`src/rtl/stl_pkg.sv`:
```
// ----------------------------------------------------------------------------
// stl_pkg: shared types and constants of the source text lexer
// Request and response payloads, scan modes, token kinds, character codes
// and the keyword patterns matched against the packed word prefix.
// ----------------------------------------------------------------------------
package stl_pkg;

   localparam int POSITION_BITS_DEFAULT = 16;
   localparam int QUEUE_DEPTH           = 8;
   localparam int BURST_MAX             = 3;

   typedef struct packed {
      logic [7:0] source_byte;
      logic       end_of_source;
   } stl_req_type;

   typedef struct packed {
      logic [4:0]  token_kind;
      logic [15:0] token_start;
      logic [15:0] token_length;
      logic        run_end;
   } stl_rsp_type;

   // Tokens that one request produces, in emission order.
   typedef struct packed {
      logic [BURST_MAX-1:0]           valid;
      stl_rsp_type [BURST_MAX-1:0]    tok;
   } stl_burst_type;

   typedef enum logic [2:0] {
      MODE_IDLE   = 3'd0,
      MODE_WORD   = 3'd1,
      MODE_NUMBER = 3'd2,
      MODE_LINE   = 3'd3,
      MODE_SLASH  = 3'd4,
      MODE_BLOCK  = 3'd5,
      MODE_STAR   = 3'd6,
      MODE_QUOTE  = 3'd7
   } stl_mode_type;

   localparam logic [4:0] KIND_PRINT   = 5'd0;
   localparam logic [4:0] KIND_LET     = 5'd1;
   localparam logic [4:0] KIND_LPAREN  = 5'd2;
   localparam logic [4:0] KIND_RPAREN  = 5'd3;
   localparam logic [4:0] KIND_LBRACK  = 5'd4;
   localparam logic [4:0] KIND_RBRACK  = 5'd5;
   localparam logic [4:0] KIND_LBRACE  = 5'd6;
   localparam logic [4:0] KIND_RBRACE  = 5'd7;
   localparam logic [4:0] KIND_CHAR    = 5'd8;
   localparam logic [4:0] KIND_STRING  = 5'd9;
   localparam logic [4:0] KIND_OP      = 5'd10;
   localparam logic [4:0] KIND_NUMBER  = 5'd11;
   localparam logic [4:0] KIND_SEMI    = 5'd12;
   localparam logic [4:0] KIND_BOOL    = 5'd13;
   localparam logic [4:0] KIND_IDENT   = 5'd14;
   localparam logic [4:0] KIND_EOF     = 5'd15;
   localparam logic [4:0] KIND_ERROR   = 5'd16;

   localparam logic [7:0] CH_NEWLINE = 8'h0A;
   localparam logic [7:0] CH_DQUOTE  = 8'h22;
   localparam logic [7:0] CH_HASH    = 8'h23;
   localparam logic [7:0] CH_SQUOTE  = 8'h27;
   localparam logic [7:0] CH_LPAREN  = 8'h28;
   localparam logic [7:0] CH_RPAREN  = 8'h29;
   localparam logic [7:0] CH_STAR    = 8'h2A;
   localparam logic [7:0] CH_PLUS    = 8'h2B;
   localparam logic [7:0] CH_MINUS   = 8'h2D;
   localparam logic [7:0] CH_SLASH   = 8'h2F;
   localparam logic [7:0] CH_SEMI    = 8'h3B;
   localparam logic [7:0] CH_EQUAL   = 8'h3D;
   localparam logic [7:0] CH_LBRACK  = 8'h5B;
   localparam logic [7:0] CH_RBRACK  = 8'h5D;
   localparam logic [7:0] CH_LBRACE  = 8'h7B;
   localparam logic [7:0] CH_RBRACE  = 8'h7D;

   localparam logic [39:0] PACK_PRINT = 40'h7072696E74;
   localparam logic [39:0] PACK_FALSE = 40'h66616C7365;
   localparam logic [39:0] PACK_LET   = 40'h00006C6574;
   localparam logic [39:0] PACK_TRUE  = 40'h0074727565;

   localparam logic [15:0] LEN_MAX = 16'hFFFF;

   function automatic logic is_alpha(input logic [7:0] c);
      return (c inside {[8'h61:8'h7A], [8'h41:8'h5A]});
   endfunction

   function automatic logic is_digit(input logic [7:0] c);
      return (c inside {[8'h30:8'h39]});
   endfunction

   function automatic logic is_space(input logic [7:0] c);
      return (c inside {8'h20, [8'h09:8'h0D]});
   endfunction

   // Keywords only match at their exact length, so a saturated word stays an identifier.
   function automatic logic [4:0] word_kind(input logic [15:0] len, input logic [39:0] prefix);
      logic [4:0] kind;
      kind = KIND_IDENT;
      if (len == 16'd5 && prefix == PACK_PRINT) begin
         kind = KIND_PRINT;
      end else if (len == 16'd3 && prefix == PACK_LET) begin
         kind = KIND_LET;
      end else if (len == 16'd4 && prefix == PACK_TRUE) begin
         kind = KIND_BOOL;
      end else if (len == 16'd5 && prefix == PACK_FALSE) begin
         kind = KIND_BOOL;
      end
      return kind;
   endfunction

   function automatic stl_rsp_type make_tok(input logic [4:0] kind, input logic [15:0] start,
                                            input logic [15:0] len);
      stl_rsp_type t;
      t.token_kind   = kind;
      t.token_start  = start;
      t.token_length = len;
      t.run_end      = 1'b0;
      return t;
   endfunction

endpackage

```
`src/rtl/stl_scanner.sv`:
```
// ----------------------------------------------------------------------------
// stl_scanner: scan state machine of the source text lexer
// Takes one byte per accepted request and produces the up to three tokens
// that byte completes, together with the next scan state.
// ----------------------------------------------------------------------------
module stl_scanner #(
   parameter int POSITION_BITS = stl_pkg::POSITION_BITS_DEFAULT
) (
   input  logic                   clock,
   input  logic                   reset,
   input  logic                   step_en,
   input  stl_pkg::stl_req_type   req_data,
   output stl_pkg::stl_burst_type burst
);
   import stl_pkg::*;

   localparam logic [POSITION_BITS-1:0] POS_ONE = POSITION_BITS'(1);

   stl_mode_type             mode_ff, mode_in;
   logic                     dq_ff, dq_in;
   logic [POSITION_BITS-1:0] pos_ff, pos_in;
   logic [POSITION_BITS-1:0] start_ff, start_in;
   logic [15:0]              len_ff, len_in;
   logic [39:0]              prefix_ff, prefix_in;

   logic [7:0]               c;
   logic                     last;
   logic                     run_idle;
   logic [15:0]              len_grown;
   logic [POSITION_BITS-1:0] pos_next;
   logic [7:0]               close_char;
   logic [BURST_MAX-1:0]     tok_valid;
   stl_rsp_type [BURST_MAX-1:0] tok;

   always_ff @(posedge clock) begin
      if (reset) begin
         mode_ff   <= MODE_IDLE;
         dq_ff     <= 1'b0;
         pos_ff    <= '0;
         start_ff  <= '0;
         len_ff    <= '0;
         prefix_ff <= '0;
      end else if (step_en) begin
         mode_ff   <= mode_in;
         dq_ff     <= dq_in;
         pos_ff    <= pos_in;
         start_ff  <= start_in;
         len_ff    <= len_in;
         prefix_ff <= prefix_in;
      end
   end

   always_comb begin
      c          = req_data.source_byte;
      last       = req_data.end_of_source;
      mode_in    = mode_ff;
      dq_in      = dq_ff;
      pos_in     = pos_ff;
      start_in   = start_ff;
      len_in     = len_ff;
      prefix_in  = prefix_ff;
      run_idle   = 1'b0;
      tok_valid  = '0;
      tok        = '0;
      len_grown  = (len_ff == LEN_MAX) ? len_ff : len_ff + 16'd1;
      pos_next   = pos_ff + POS_ONE;
      close_char = dq_ff ? CH_DQUOTE : CH_SQUOTE;

      // Slot 0: the run that this byte closes.
      case (mode_ff)
         MODE_WORD: begin
            if (is_alpha(c)) begin
               if (len_ff < 16'd5) begin
                  prefix_in = {prefix_ff[31:0], c};
               end
               len_in = len_grown;
            end else begin
               tok_valid[0] = 1'b1;
               tok[0]       = make_tok(word_kind(len_ff, prefix_ff), 16'(start_ff), len_ff);
               run_idle     = 1'b1;
            end
         end
         MODE_NUMBER: begin
            if (is_digit(c)) begin
               len_in = len_grown;
            end else begin
               tok_valid[0] = 1'b1;
               tok[0]       = make_tok(KIND_NUMBER, 16'(start_ff), len_ff);
               run_idle     = 1'b1;
            end
         end
         MODE_LINE: begin
            if (c == CH_NEWLINE) begin
               mode_in = MODE_IDLE;
            end
         end
         MODE_SLASH: begin
            if (c == CH_STAR) begin
               mode_in = MODE_BLOCK;
            end else begin
               tok_valid[0] = 1'b1;
               tok[0]       = make_tok(KIND_OP, 16'(start_ff), 16'd1);
               run_idle     = 1'b1;
            end
         end
         MODE_BLOCK: begin
            if (c == CH_STAR) begin
               mode_in = MODE_STAR;
            end
         end
         MODE_STAR: begin
            if (c == CH_SLASH) begin
               mode_in = MODE_IDLE;
            end else if (c != CH_STAR) begin
               mode_in = MODE_BLOCK;
            end
         end
         MODE_QUOTE: begin
            len_in = len_grown;
            if (c == close_char) begin
               tok_valid[0] = 1'b1;
               tok[0]       = make_tok(dq_ff ? KIND_STRING : KIND_CHAR, 16'(start_ff),
                                       len_grown);
               mode_in      = MODE_IDLE;
            end
         end
         default: begin
            run_idle = 1'b1;
         end
      endcase

      // Slot 1: a one-byte token, or a run that starts here.
      if (run_idle) begin
         mode_in = MODE_IDLE;
         if (is_alpha(c)) begin
            mode_in   = MODE_WORD;
            start_in  = pos_ff;
            len_in    = 16'd1;
            prefix_in = {32'd0, c};
         end else if (is_digit(c)) begin
            mode_in  = MODE_NUMBER;
            start_in = pos_ff;
            len_in   = 16'd1;
         end else if (!is_space(c)) begin
            case (c)
               CH_HASH: mode_in = MODE_LINE;
               CH_SLASH: begin
                  mode_in  = MODE_SLASH;
                  start_in = pos_ff;
                  len_in   = 16'd1;
               end
               CH_SQUOTE, CH_DQUOTE: begin
                  mode_in  = MODE_QUOTE;
                  start_in = pos_ff;
                  len_in   = 16'd1;
                  dq_in    = (c == CH_DQUOTE);
               end
               CH_LPAREN: begin
                  tok_valid[1] = 1'b1;
                  tok[1]       = make_tok(KIND_LPAREN, 16'(pos_ff), 16'd1);
               end
               CH_RPAREN: begin
                  tok_valid[1] = 1'b1;
                  tok[1]       = make_tok(KIND_RPAREN, 16'(pos_ff), 16'd1);
               end
               CH_LBRACK: begin
                  tok_valid[1] = 1'b1;
                  tok[1]       = make_tok(KIND_LBRACK, 16'(pos_ff), 16'd1);
               end
               CH_RBRACK: begin
                  tok_valid[1] = 1'b1;
                  tok[1]       = make_tok(KIND_RBRACK, 16'(pos_ff), 16'd1);
               end
               CH_LBRACE: begin
                  tok_valid[1] = 1'b1;
                  tok[1]       = make_tok(KIND_LBRACE, 16'(pos_ff), 16'd1);
               end
               CH_RBRACE: begin
                  tok_valid[1] = 1'b1;
                  tok[1]       = make_tok(KIND_RBRACE, 16'(pos_ff), 16'd1);
               end
               CH_PLUS, CH_MINUS, CH_STAR, CH_EQUAL: begin
                  tok_valid[1] = 1'b1;
                  tok[1]       = make_tok(KIND_OP, 16'(pos_ff), 16'd1);
               end
               CH_SEMI: begin
                  tok_valid[1] = 1'b1;
                  tok[1]       = make_tok(KIND_SEMI, 16'(pos_ff), 16'd1);
               end
               default: begin
               end
            endcase
         end
      end

      if (last) begin
         // A one-byte token always leaves the mode idle, so slot 1 is free here.
         case (mode_in)
            MODE_WORD: begin
               tok_valid[1] = 1'b1;
               tok[1]       = make_tok(word_kind(len_in, prefix_in), 16'(start_in), len_in);
            end
            MODE_NUMBER: begin
               tok_valid[1] = 1'b1;
               tok[1]       = make_tok(KIND_NUMBER, 16'(start_in), len_in);
            end
            MODE_SLASH: begin
               tok_valid[1] = 1'b1;
               tok[1]       = make_tok(KIND_OP, 16'(start_in), 16'd1);
            end
            MODE_QUOTE: begin
               tok_valid[1] = 1'b1;
               tok[1]       = make_tok(KIND_ERROR, 16'(start_in), len_in);
            end
            default: begin
            end
         endcase
         tok_valid[2] = 1'b1;
         tok[2]       = make_tok(KIND_EOF, 16'(pos_next), 16'd0);
         mode_in      = MODE_IDLE;
         dq_in        = 1'b0;
         pos_in       = '0;
         start_in     = '0;
         len_in       = '0;
         prefix_in    = '0;
      end else begin
         pos_in = pos_next;
      end

      tok[0].run_end = tok_valid[0] & ~tok_valid[1] & ~tok_valid[2];
      tok[1].run_end = tok_valid[1] & ~tok_valid[2];
      tok[2].run_end = tok_valid[2];

      burst.valid = tok_valid & {BURST_MAX{step_en}};
      burst.tok   = tok;
   end

endmodule

```
`src/rtl/stl_rsp_queue.sv`:
```
// ----------------------------------------------------------------------------
// stl_rsp_queue: token queue of the source text lexer
// Stores up to three tokens per cycle in order and hands them out one per
// cycle on the response channel while the receiver takes them.
// ----------------------------------------------------------------------------
module stl_rsp_queue (
   input  logic                   clock,
   input  logic                   reset,
   input  stl_pkg::stl_burst_type burst,
   output logic                   has_room,
   output logic                   rsp_valid,
   input  logic                   rsp_ready,
   output stl_pkg::stl_rsp_type   rsp_data
);
   import stl_pkg::*;

   localparam int PTR_BITS = $clog2(QUEUE_DEPTH);
   localparam int CNT_BITS = $clog2(QUEUE_DEPTH + 1);

   stl_rsp_type         entry_ff [QUEUE_DEPTH];
   logic [PTR_BITS-1:0] head_ff, head_in;
   logic [PTR_BITS-1:0] tail_ff, tail_in;
   logic [CNT_BITS-1:0] count_ff, count_in;

   logic [PTR_BITS-1:0] wr_addr [BURST_MAX];
   logic [1:0]          push_cnt;
   logic                pop;

   always_comb begin
      wr_addr[0] = tail_ff;
      wr_addr[1] = tail_ff + PTR_BITS'(burst.valid[0]);
      wr_addr[2] = tail_ff + PTR_BITS'(burst.valid[0]) + PTR_BITS'(burst.valid[1]);
      push_cnt   = 2'(burst.valid[0]) + 2'(burst.valid[1]) + 2'(burst.valid[2]);
      pop        = rsp_valid & rsp_ready;
      tail_in    = tail_ff + PTR_BITS'(push_cnt);
      head_in    = head_ff + PTR_BITS'(pop);
      count_in   = count_ff + CNT_BITS'(push_cnt) - CNT_BITS'(pop);
   end

   // Room for a full burst is judged without counting this cycle's pop.
   assign has_room  = (count_ff <= CNT_BITS'(QUEUE_DEPTH - BURST_MAX));
   assign rsp_valid = (count_ff != '0);
   assign rsp_data  = entry_ff[head_ff];

   always_ff @(posedge clock) begin
      if (reset) begin
         head_ff  <= '0;
         tail_ff  <= '0;
         count_ff <= '0;
      end else begin
         head_ff  <= head_in;
         tail_ff  <= tail_in;
         count_ff <= count_in;
      end
   end

   always_ff @(posedge clock) begin
      for (int i = 0; i < BURST_MAX; i++) begin
         if (burst.valid[i]) begin
            entry_ff[wr_addr[i]] <= burst.tok[i];
         end
      end
   end

endmodule

```
`src/rtl/source_text_lexer_core.sv`:
```
// ----------------------------------------------------------------------------
// source_text_lexer_core: streaming source text lexer
// Turns a byte stream into token descriptors (kind, start offset, length).
//
// The request channel (req_valid, req_ready, req_data) carries one source
// byte per request, with end_of_source set on the final byte of a text. The
// response channel (rsp_valid, rsp_ready, rsp_data) carries tokens in order;
// run_end marks the last token caused by a byte. A byte causes zero to three
// tokens; the final byte always adds an end-of-file token.
// A request is taken in every cycle while the eight-entry token queue has
// room for three more tokens, so the sustained rate is one byte per cycle as
// long as the receiver takes at least one token per byte. A byte's tokens
// are registered in the queue when the byte is accepted and leave one per
// cycle while the receiver takes them; when it stalls, tokens gather in
// the queue and req_ready drops once fewer than three entries are free.
// Reset empties the queue and returns the scanner to idle at offset zero;
// after the final byte of a text the scanner likewise starts over at zero.
// ----------------------------------------------------------------------------
module source_text_lexer_core #(
   parameter int POSITION_BITS = stl_pkg::POSITION_BITS_DEFAULT
) (
   input  logic                 clock,
   input  logic                 reset,
   input  logic                 req_valid,
   output logic                 req_ready,
   input  stl_pkg::stl_req_type req_data,
   output logic                 rsp_valid,
   input  logic                 rsp_ready,
   output stl_pkg::stl_rsp_type rsp_data
);
   import stl_pkg::*;

   logic          step_en;
   logic          has_room;
   stl_burst_type burst;

   assign req_ready = has_room;
   assign step_en   = req_valid & has_room;

   stl_scanner #(
      .POSITION_BITS(POSITION_BITS)
   ) u_scanner (
      .clock    (clock),
      .reset    (reset),
      .step_en  (step_en),
      .req_data (req_data),
      .burst    (burst)
   );

   stl_rsp_queue u_queue (
      .clock     (clock),
      .reset     (reset),
      .burst     (burst),
      .has_room  (has_room),
      .rsp_valid (rsp_valid),
      .rsp_ready (rsp_ready),
      .rsp_data  (rsp_data)
   );

endmodule

```
`config.mk`:
```
export PLATFORM = sky130hd
export DESIGN_NAME = source_text_lexer_core
export DESIGN_NICKNAME = d
export VERILOG_FILES = /design/src/rtl/stl_pkg.sv /design/src/rtl/stl_scanner.sv /design/src/rtl/stl_rsp_queue.sv /design/src/rtl/source_text_lexer_core.sv
export SDC_FILE = /design/constraint.sdc
export NUM_CORES = 1
export LEC_CHECK = 0
export BUFFER_PORTS_ARGS = -buffer_cell sky130_fd_sc_hd__buf_2
export CAP_MARGIN = 15
export CORE_AREA = 3 3 253 255
export DETAILED_ROUTE_END_ITERATION = 10
export DIE_AREA = 0 0 256 258
export PLACE_DENSITY = 0.62
export REMOVE_ABC_BUFFERS = 1
export SLEW_MARGIN = 20
export SYNTH_ARGS = -nofsm -noshare
export SYNTH_HDL_FRONTEND = slang
export SYNTH_SLANG_ARGS = --single-unit
```
`constraint.sdc`:
```
create_clock -name clock -period 4.77 [get_ports clock]
set_input_delay 0.2385 -clock clock [delete_from_list [all_inputs] [get_ports clock]]
set_output_delay 0.2385 -clock clock [all_outputs]
set_load 0.02 [all_outputs]
```
Word level (Yosys, flattened, before mapping)
Memories as Yosys holds them, arrays and structs flattened. A register that Yosys moved wholly into a read port is not among the register bits.
Index checks and enable logic that the tools add are counted.
{"block": "totals", "reg_bits": 102, "ramBits": 304, "n_memories": 1}
{"memory": "u_queue.entry_ff", "words": 8, "word_bits": 38, "rd": 1, "rd_ports_with_merged_regs": 1, "write_ports": 3, "line_no": "stl_rsp_queue.sv:20", "source": "stl_rsp_type entry_ff [QUEUE_DEPTH];"}
{"block": "classes", "n_addsub": 10, "order_cmp": 10, "eq_ne": 48, "mux": 84, "n_bitwise": 8, "n_reduce_logical": 24}
{"cell": "$pmux 38 s4", "n": 2}
{"cell": "$pmux 37 s8", "n": 1}
{"cell": "$mux 16", "n": 16}
{"cell": "$mux 40", "n": 6}
{"cell": "$mux 38", "n": 6}
{"cell": "$eq 40x39->1 const B", "n": 4}
{"cell": "$eq 8x6->1 const B", "n": 12}
{"cell": "$eq 40x23->1 const B", "n": 2}
{"cell": "$eq 40x31->1 const B", "n": 2}
{"cell": "$mux 75", "n": 1}
{"cell": "$mux 37", "n": 2}
{"cell": "$eq 16x3->1 const B", "n": 4}
{"cell": "$pmux 16 s3", "n": 1}
{"cell": "$mux 3", "n": 13}
{"cell": "$add 16x1->16 const B", "n": 2}
{"cell": "$eq 16x2->1 const B", "n": 2}
{"cell": "$eq 8x7->1 const B", "n": 4}
{"cell": "$mux 5", "n": 6}
{"cell": "$mux 1", "n": 23}
{"cell": "$eq 3x3->1 const B", "n": 6}
{"cell": "$eq 16x16->1 const B", "n": 1}
{"cell": "$ge 8x7->1 const B", "n": 2}
{"cell": "$le 8x7->1 const B", "n": 2}
{"cell": "$lt 16x3->1 const B", "n": 1}
{"cell": "32 further kinds", "n": 63}

Longest topological paths before layout
Gate-level depths: netlist of run 1.
{"block": "depth", "ltp_word": 18, "ltp_mapped": 18, "ltp_nobuf": 17}

Hierarchy
A second synthesis of run 1 with hierarchy kept.
{"block": "hier_totals", "cells_unflattened": 2978, "area_unflattened_um2": 26246.4}
{"module": "stl_rsp_queue", "n_inst": 1, "cells_per_inst": 1948, "area_per_inst_um2": 18826.8, "seq_area_each_um2": 9328.9}
{"module": "stl_scanner", "n_inst": 1, "cells_per_inst": 1029, "area_per_inst_um2": 7413.4, "seq_area_each_um2": 1841.8}
{"module": "source_text_lexer_core", "n_inst": 1, "cells_per_inst": 1, "area_per_inst_um2": 6.3, "seq_area_each_um2": 0.0}

Least setup slack after synthesis of run 1
OpenSTA, ideal clock, no wires.
{"block": "synth_path", "kind": "input-to-reg", "startpoint": "in req_data[5] in the netlist's numbering", "endpoint": "mem u_queue.entry_ff[2][0] in the netlist's numbering, enable pin", "arrival_ns": 4.221, "required_ns": 4.307, "path_slack_ns": 0.086, "cell_stages": 15, "path_cell_list": "buf_2 > or4b_1 > or3_1 > a21oi_1 > o22a_1 > xnor3_1 > nand2_1 > a31oi_2 > ha_1 > ha_1 > clkbuf_1 > nand3_1 > clkbuf_1 > clkbuf_1 > nand3_1"}
{"item": "start: declaration", "line_no": "source_text_lexer_core.sv:26", "source": "input stl_pkg::stl_req_type req_data,"}
{"item": "end: declaration", "line_no": "stl_rsp_queue.sv:20"}

==> out/metrics.csv, run 1 <==
stage,metric,value,unit
synth,synth_area,0.0247,mm^2
sta,maxSlewHeadroom,0.353,
worst_setup_path,crit_chain,dlygate4sd3_1 -> buf_2 -> nor4bb_1 -> a21bo_2 -> and3b_1 -> a21oi_1 -> buf_4 -> o41ai_1 -> nand4_1 -> or3_1 -> o32a_1 -> o41ai_4 -> buf_4 -> nor4_1 -> nor3_1,
synth,synth_top_area_cell,edfxtp_1,
worst_setup_path,critPathRequiredTime,5.20,ns
synth,synth-edff-count,168,
grt,grt_pass1_wl,131,mm
power,vdd_drop_max,0.275,mV
final_layout,nets,2793,
synth,avgSynthCellArea,8.85,um^2
grt,grt_pass1_vias,21800,
drt,detailedRoute.firstPassIterationCount,6,
final_layout,final_cells,3633,
placement,portBuffers,52,
final_layout,drive_gt1_frac,0.151,
synth,ys_warn_count,0,
clocking,ctsRootBufferMaster,clkbuf_16,
sta,rsz0062_at_grt,no,
grt,antenna_found_initial,1,
grt,grt-ovfl-total,0,
worst_setup_path,endpoint_kind,flip-flop,
synth,synth_area_leaders,"edfxtp_1 (20%), dfxtp_1 (19%), nor2_1 (9.0%), mux4_2 (6.9%), a21oi_1 (6.9%)",
power,power.total,9.97,mW
synth,ys_ff_latch,406,
worst_setup_path,slowest_stage,nor4bb_1,
placement,gp_congestion,0.908,
sta,final.period_utilization,0.950,
grt,grt-busiest-layer,met2,
final_layout,n_antenna_cell,0,
worst_setup_path,arrival,4.96,ns
clocking,clockBufferDepth,3,
run,maxCapViolCount,0,
hold_path,hold_path.startpoint,req_data[6],
die,start_util,0.399,
clocking,clock_latency,0.62,ns
synth,ys_types,92,
final_layout,syn2layout_area_growth,11.8,%
grt,grtUsageMet1,0.334,
worst_setup_path,reg2reg_slack,0.32,ns
die,dieWidth,256,um
synth,yosys-top-cells-count,"nor2_1 (593), a21oi_1 (339), dfxtp_1 (238)",
placement,dp.cells,3545,
clocking,clk_pin_slew_worst_paths,0.06,ns
power,power_density,361,mW/mm^2
power,pwr-share-seq,0.413,
power,p_int,6.85,mW
grt,grt_max_degree,66,
final_layout,final_cell_area,0.0276,mm^2
clocking,cts_sinks,406,
sta,clock.fmax,221,MHz
synth,yosysMostFrequentCell,nor2_1,
drt,drt-total-wl,86.2,mm
die,core_area,0.0618,mm^2
power,leakage,10.1,nW
sta,setup-violations-final,0,
sta,hold_viol_final,0,
sta,whs,0.0620,ns
sta,drv_slew,0,
drt,routedWlPerCell,23.7,um
power,clkPwrFrac,0.356,
synth,ys_async_sr_fraction,0,
hold_path,worstHoldPathType,in -> reg,
run_status,status,completed,
hold_path,whs_path_depth,3,
worst_setup_path,path_class,in -> reg,
drt,drc,0,
synth,synth_cells,2788,
grt,met2_usage,0.418,
die,dieArea,0.0660,mm^2
synth,ys_seq_area_frac,0.398,
power,switching_share,0.313,
sta,finalClockSkew,0.0242,ns
hold_path,hold_end,u_scanner.prefix_ff[5],
synth,synth_top_area_share,0.204,
grt,grtUsageMet3,0.0460,
drt,viasPerCell,6.23,
worst_setup_path,start_kind,primary input,
grt,grt_use_total,0.253,
power,p_sw,3.12,mW
worst_setup_path,r2r-start,u_scanner.mode_ff[0],
worst_setup_path,reg2regPathDepth,12,
worst_setup_path,r2r_end,u_queue.entry_ff[3][33],
drt,routed-via-count,22600,
clocking,cts_buffers,47,
placement,dpl-instance-area,0.0261,mm^2
sta,worstMarginPinSlew,0.971,ns
clocking,h-tree-depth,2,
clocking,cts_tree,yes,
worst_setup_path,max_stage_delay,0.68,ns
power,power_frac_comb,0.231,
drt,ant_nets,0,
synth,ys.flop_type,dfxtp_1,
die,ios,53,
worst_setup_path,cp_common_cell,buf_4,
placement,dp.final_hpwl,55.8,mm
clocking,post_cts_buffers,0,
drt,drtIter0Drc,2413,
sta,final.min_clock_period,4.53,ns
worst_setup_path,critPathMaxFanout,11,
die,rows,91,
die,die_h,258,um
worst max-delay path by stage:
stage | startpoint | end | slack (ns) | cells past startpoint
6_report | req_data[5] | u_queue.entry_ff[3][33] | 0.24 | 15
3_3_place_gp | req_data[5] | u_queue.entry_ff[6][33] | 0.17 | 16
2_1_floorplan | req_data[5] | u_queue.entry_ff[6][0] | -0.75 | 13
5_1_grt | req_data[5] | u_queue.entry_ff[6][33] | 0.03 | 17
3_5_place_dp | req_data[5] | u_queue.entry_ff[6][33] | 0.08 | 16
4_1_cts | req_data[5] | u_queue.entry_ff[6][33] | 0.14 | 17
layout make-up:
class                           count  area (um^2)
Fill cell                        5957        34200
Multi-Input combinational cell   2099        13800
Sequential cell                   406         9820
Clock buffer                       72         1350
Timing Repair Buffer              176         1340
Tap cell                          837         1050
Clock inverter                     15          155
Inverter                           28          105
power groups by stage:
stage	clock (mW)	sequential [mW]	combinational [mW]
global route	3.76	4.15	2.47
detailed placement	0	4.19	2.31
floorplan	0	4.18	1.50
finish	3.55	4.12	2.30
CTS	3.61	4.12	2.32
global placement	0	4.18	2.28
worst max-delay path: cells and delay by family:
kind                   cells  cell delay [ns]
AOI/OAI and AO/OA          5             1.63
buffers and inverters      4             1.16
and+or+nand+nor            6             1.90
metrics by stage:
stage / worst slack, ns / util / setup TNS [ns]
final: 0.240 / 0.446 / 0
after detailed placement: 0.0784 / 0.422 / 0
after CTS: 0.138 / 0.446 / 0
after global routing: 0.0349 / 0.446 / 0
after global placement: 0.167 / 0.422 / 0
after floorplan: -0.749 / - / -87.17
timing repair:
action / CTS / global route
hold buffers: 1 / 0
gates resized for setup: 0 / 4
endpoints found under the setup margin: 0 / 30
endpoints found under the hold margin: 1 / 0
placed cells by master, fill, tap and decap left out, drive strengths merged, types with 14 or more instances in the layout:
cell type | netlist | routed
or3 | 27 | 27
edfxtp | 168 | 168
nand2b | 15 | 15
mux2i | 126 | 126
a21oi | 339 | 339
nand2 | 93 | 93
nor3 | 64 | 64
a31oi | 29 | 29
xnor2 | 23 | 23
clkbuf | 151 | 72
nand4 | 28 | 28
inv | 26 | 30
nor3b | 14 | 14
mux2 | 44 | 44
buf | 104 | 175
mux4 | 76 | 76
a211oi | 124 | 124
and3 | 28 | 28
nor2b | 15 | 15
a22oi | 97 | 97
nor2 | 595 | 595
nor4 | 31 | 31
and2 | 35 | 35
ha | 18 | 18
nand3 | 46 | 46
dfxtp | 238 | 238
nand3b | 15 | 15
o21ai | 77 | 77
sequential cells by signal (all words and copies together), names as in the netlist:
signal	flops
u_queue.entry_ff	304
u_scanner.prefix_ff	40
u_scanner.len_ff	16
u_scanner.pos_ff	16
u_scanner.start_ff	16
u_queue.count_ff	4
u_queue.head_ff	3
u_queue.tail_ff	3
u_scanner.mode_ff	3
u_scanner.dq_ff	1
per-layer routing:
metal  share of wire  vias up
met5               0        -
met4           0.033        0
met3           0.090      217
met2            0.47     1152
met1            0.41    11000
li1                -    10200
cell families after synthesis:
| kind of cell | after synthesis | share of synthesized area |
|---|---|---|
| AO/OA/AOI/OAI | 751 | 0.191 |
| XOR/XNOR | 34 | 0.0126 |
| adder cells (fa/ha/maj) | 22 | 0.0124 |
| buffers and inverters | 283 | 0.0488 |
| flip-flops | 406 | 0.398 |
| multiplexers | 246 | 0.141 |
| AND/OR/NAND/NOR | 1046 | 0.197 |
Note: power is estimated with default switching activity, not from simulation.
==> inputs of run 2 (changes only) <==
--- a/config.mk
+++ b/config.mk
@@ -7,10 +7,12 @@
 export LEC_CHECK = 0
 export BUFFER_PORTS_ARGS = -buffer_cell sky130_fd_sc_hd__buf_2
 export CAP_MARGIN = 15
-export CORE_AREA = 3 3 253 255
+export CELL_PAD_IN_SITES_DETAIL_PLACEMENT = 1
+export CELL_PAD_IN_SITES_GLOBAL_PLACEMENT = 2
+export CORE_AREA = 3 3 266 268
 export DETAILED_ROUTE_END_ITERATION = 10
-export DIE_AREA = 0 0 256 258
-export PLACE_DENSITY = 0.62
+export DIE_AREA = 0 0 269 271
+export PLACE_DENSITY = 0.81
 export REMOVE_ABC_BUFFERS = 1
 export SLEW_MARGIN = 20
 export SYNTH_ARGS = -nofsm -noshare
==> run 2 against run 1 <==
Against the previous run: combinational power increased by 4%; worst setup slack got worse by 0.060 ns; worst hold slack got worse by 0.020 ns; die area grew 10%.
==> out/metrics.csv, run 2 (same netlist as run 1, synthesis figures left out) <==
stage,metric,value,unit
grt,grt_use_total,0.262,
clocking,cts_tree,yes,
die,rows,96,
final_layout,largest_reg_flops,304,
drt,detailedRoute.firstPassIterationCount,5,
sta,timing.final.ws_setup,0.179,ns
worst_setup_path,slowest_stage,xnor2_1,
worst_setup_path,critPathRequiredTime,5.12,ns
die,die_h,271,um
power,vdd_drop_max,0.276,mV
die,core_area,0.0686,mm^2
run,maxCapViolCount,0,
final_layout,final_cell_mix,"nor2_1 (591), a21oi_1 (339), dfxtp_1 (234), edfxtp_1 (168), mux2i_1 (126)",
sta,finalClockSkew,0.0258,ns
power,power_density,374,mW/mm^2
die,ios,53,
clocking,clock_latency,0.62,ns
clocking,holdBufCountCts,0,
sta,final.min_clock_period,4.59,ns
die,dieArea,0.0729,mm^2
power,power.total,10.5,mW
sta,final.period_utilization,0.962,
sta,setup-violations-final,0,
clocking,h-tree-depth,2,
worst_setup_path,critical_path.top_delay_family,compound AO/OA/AOI/OAI gates,
final_layout,fin_util,0.409,
sta,worstMarginPinSlew,1.03,ns
drt,routedWlPerCell,26.2,um
final_layout,nFillCells,7827,
placement,portBuffers,52,
worst_setup_path,crit_chain,buf_4 -> and2_1 -> a41oi_1 -> a311oi_1 -> o22a_1 -> xnor3_1 -> nand2_1 -> a31oi_4 -> ha_1 -> ha_1 -> xnor2_1 -> nor2_1 -> nand2_1 -> buf_4 -> a21oi_1,
worst_setup_path,arrival,4.94,ns
worst_setup_path,start_kind,flip-flop,
grt,antenna_found_initial,0,
worst_setup_path,cp_num_buf_inv,2,
final_layout,nets,2808,
final_layout,n_antenna_cell,0,
run_status,status,completed,
worst_setup_path,critPathMaxFanout,22,
clocking,ctsRootBufferMaster,clkbuf_16,
drt,drtIter0Drc,1791,
die,dieWidth,269,um
sta,setup_tns,0,ns
drt,wl_met2,47.7,mm
worst_setup_path,max_stage_delay,0.53,ns
final_layout,syn2layout_area_growth,13.7,%
drt,met3WireLength,5.89,mm
clocking,cts_sinks,406,
clocking,clockBufferDepth,3,
sta,drv_slew,0,
placement,gp_congestion,0.891,
sta,maxSlewHeadroom,0.316,
drt,drt-total-wl,97.9,mm
grt,grt_pass1_vias,23700,
grt,grt_max_degree,66,
drt,top_layer,met4,
die,start_util,0.360,
clocking,post_cts_buffers,0,
sta,hold_viol_final,0,
placement,dpl-instance-area,0.0263,mm^2
worst_setup_path,endpoint_kind,flip-flop,
placement,dp_slack,0.118,ns
clocking,clk_pin_slew_worst_paths,0.06,ns
power,leakage,10.3,nW
drt,ant_nets,0,
drt,routed-via-count,23100,
clocking,cts_buffers,49,
final_layout,drive_gt1_frac,0.157,
grt,grt-ovfl-total,0,
sta,clock.fmax,218,MHz
drt,viasPerCell,6.18,
hold_path,worstHoldPathType,in -> reg,
drt,wl_met1,41.2,mm
drt,drc,0,
placement,dp.final_hpwl,64.6,mm
worst_setup_path,path_class,reg -> reg,
final_layout,mostFrequentLayoutCell,nor2_1,
grt,grt_pass1_wl,147,mm
final_layout,final_cell_area,0.0281,mm^2
-- run 2: cell types whose count changed in the layout (fill, tap and decap cells not counted), moves of 4 or more --
cell / before / now
buf_4: 112 / 123
clkbuf_1: 16 / 9
buf_12: 11 / 15
bufinv_16: 0 / 4
clkbuf_16: 47 / 51
clkinv_1: 2 / 6
-- run 2: final timing paths --
| kind | from | endpoint | slack (ns) | cells past startpoint |
|---|---|---|---|---|
| worst min-delay path | reset | u_scanner.prefix_ff[23] | 0.04 | 2 |
| worst max register to register | u_scanner.mode_ff[1] | u_queue.entry_ff[0][18] | 0.18 | 15 |
| worst max-delay path | u_scanner.mode_ff[1] | u_queue.entry_ff[0][18] | 0.18 | 15 |
| worst min register to register | u_queue.entry_ff[0][37] | u_queue.entry_ff[0][37] | 0.48 | 2 |
-- run 2: routing by layer --
metal | track usage | up-vias
met5 | 0 | -
met4 | 0.0871 | 0
met3 | 0.0310 | 182
met2 | 0.448 | 846
met1 | 0.343 | 11800
li1 | - | 10300
-- run 2: final cells by class --
type	instances	area, um^2	share of cell area
tap	931	1160	0.0415
sequential	406	9820	0.350
clock inverter	20	253	0.00901
clock buffer	71	1460	0.0519
multi-input combinational	2099	13800	0.491
timing repair buffer	189	1480	0.0527
inverter	28	105	0.00375
-- run 2: where the power goes --
part           internal (mW)  switching, mW  leakage, nW
Combinational           1.02           1.37         5.74
Clock                   2.35           1.63        0.841
Sequential              3.88          0.259         3.73
Total                   7.24           3.26         10.3
-- run 2: timing repair --
action                                 in CTS  in global routing
setup endpoints to repair                   0                  8
endpoints found under the hold margin       0                  0
gates resized for setup                     0                  3
-- run 2: through the flow --
step / cells / hold WS (ns)
2_1_floorplan: 2533 / 0.305
3_3_place_gp: 3653 / 0.454
3_5_place_dp: 3653 / 0.467
4_1_cts: 3744 / 0.0148
5_1_grt: 3744 / 0.0606
6_report: 3744 / 0.0417
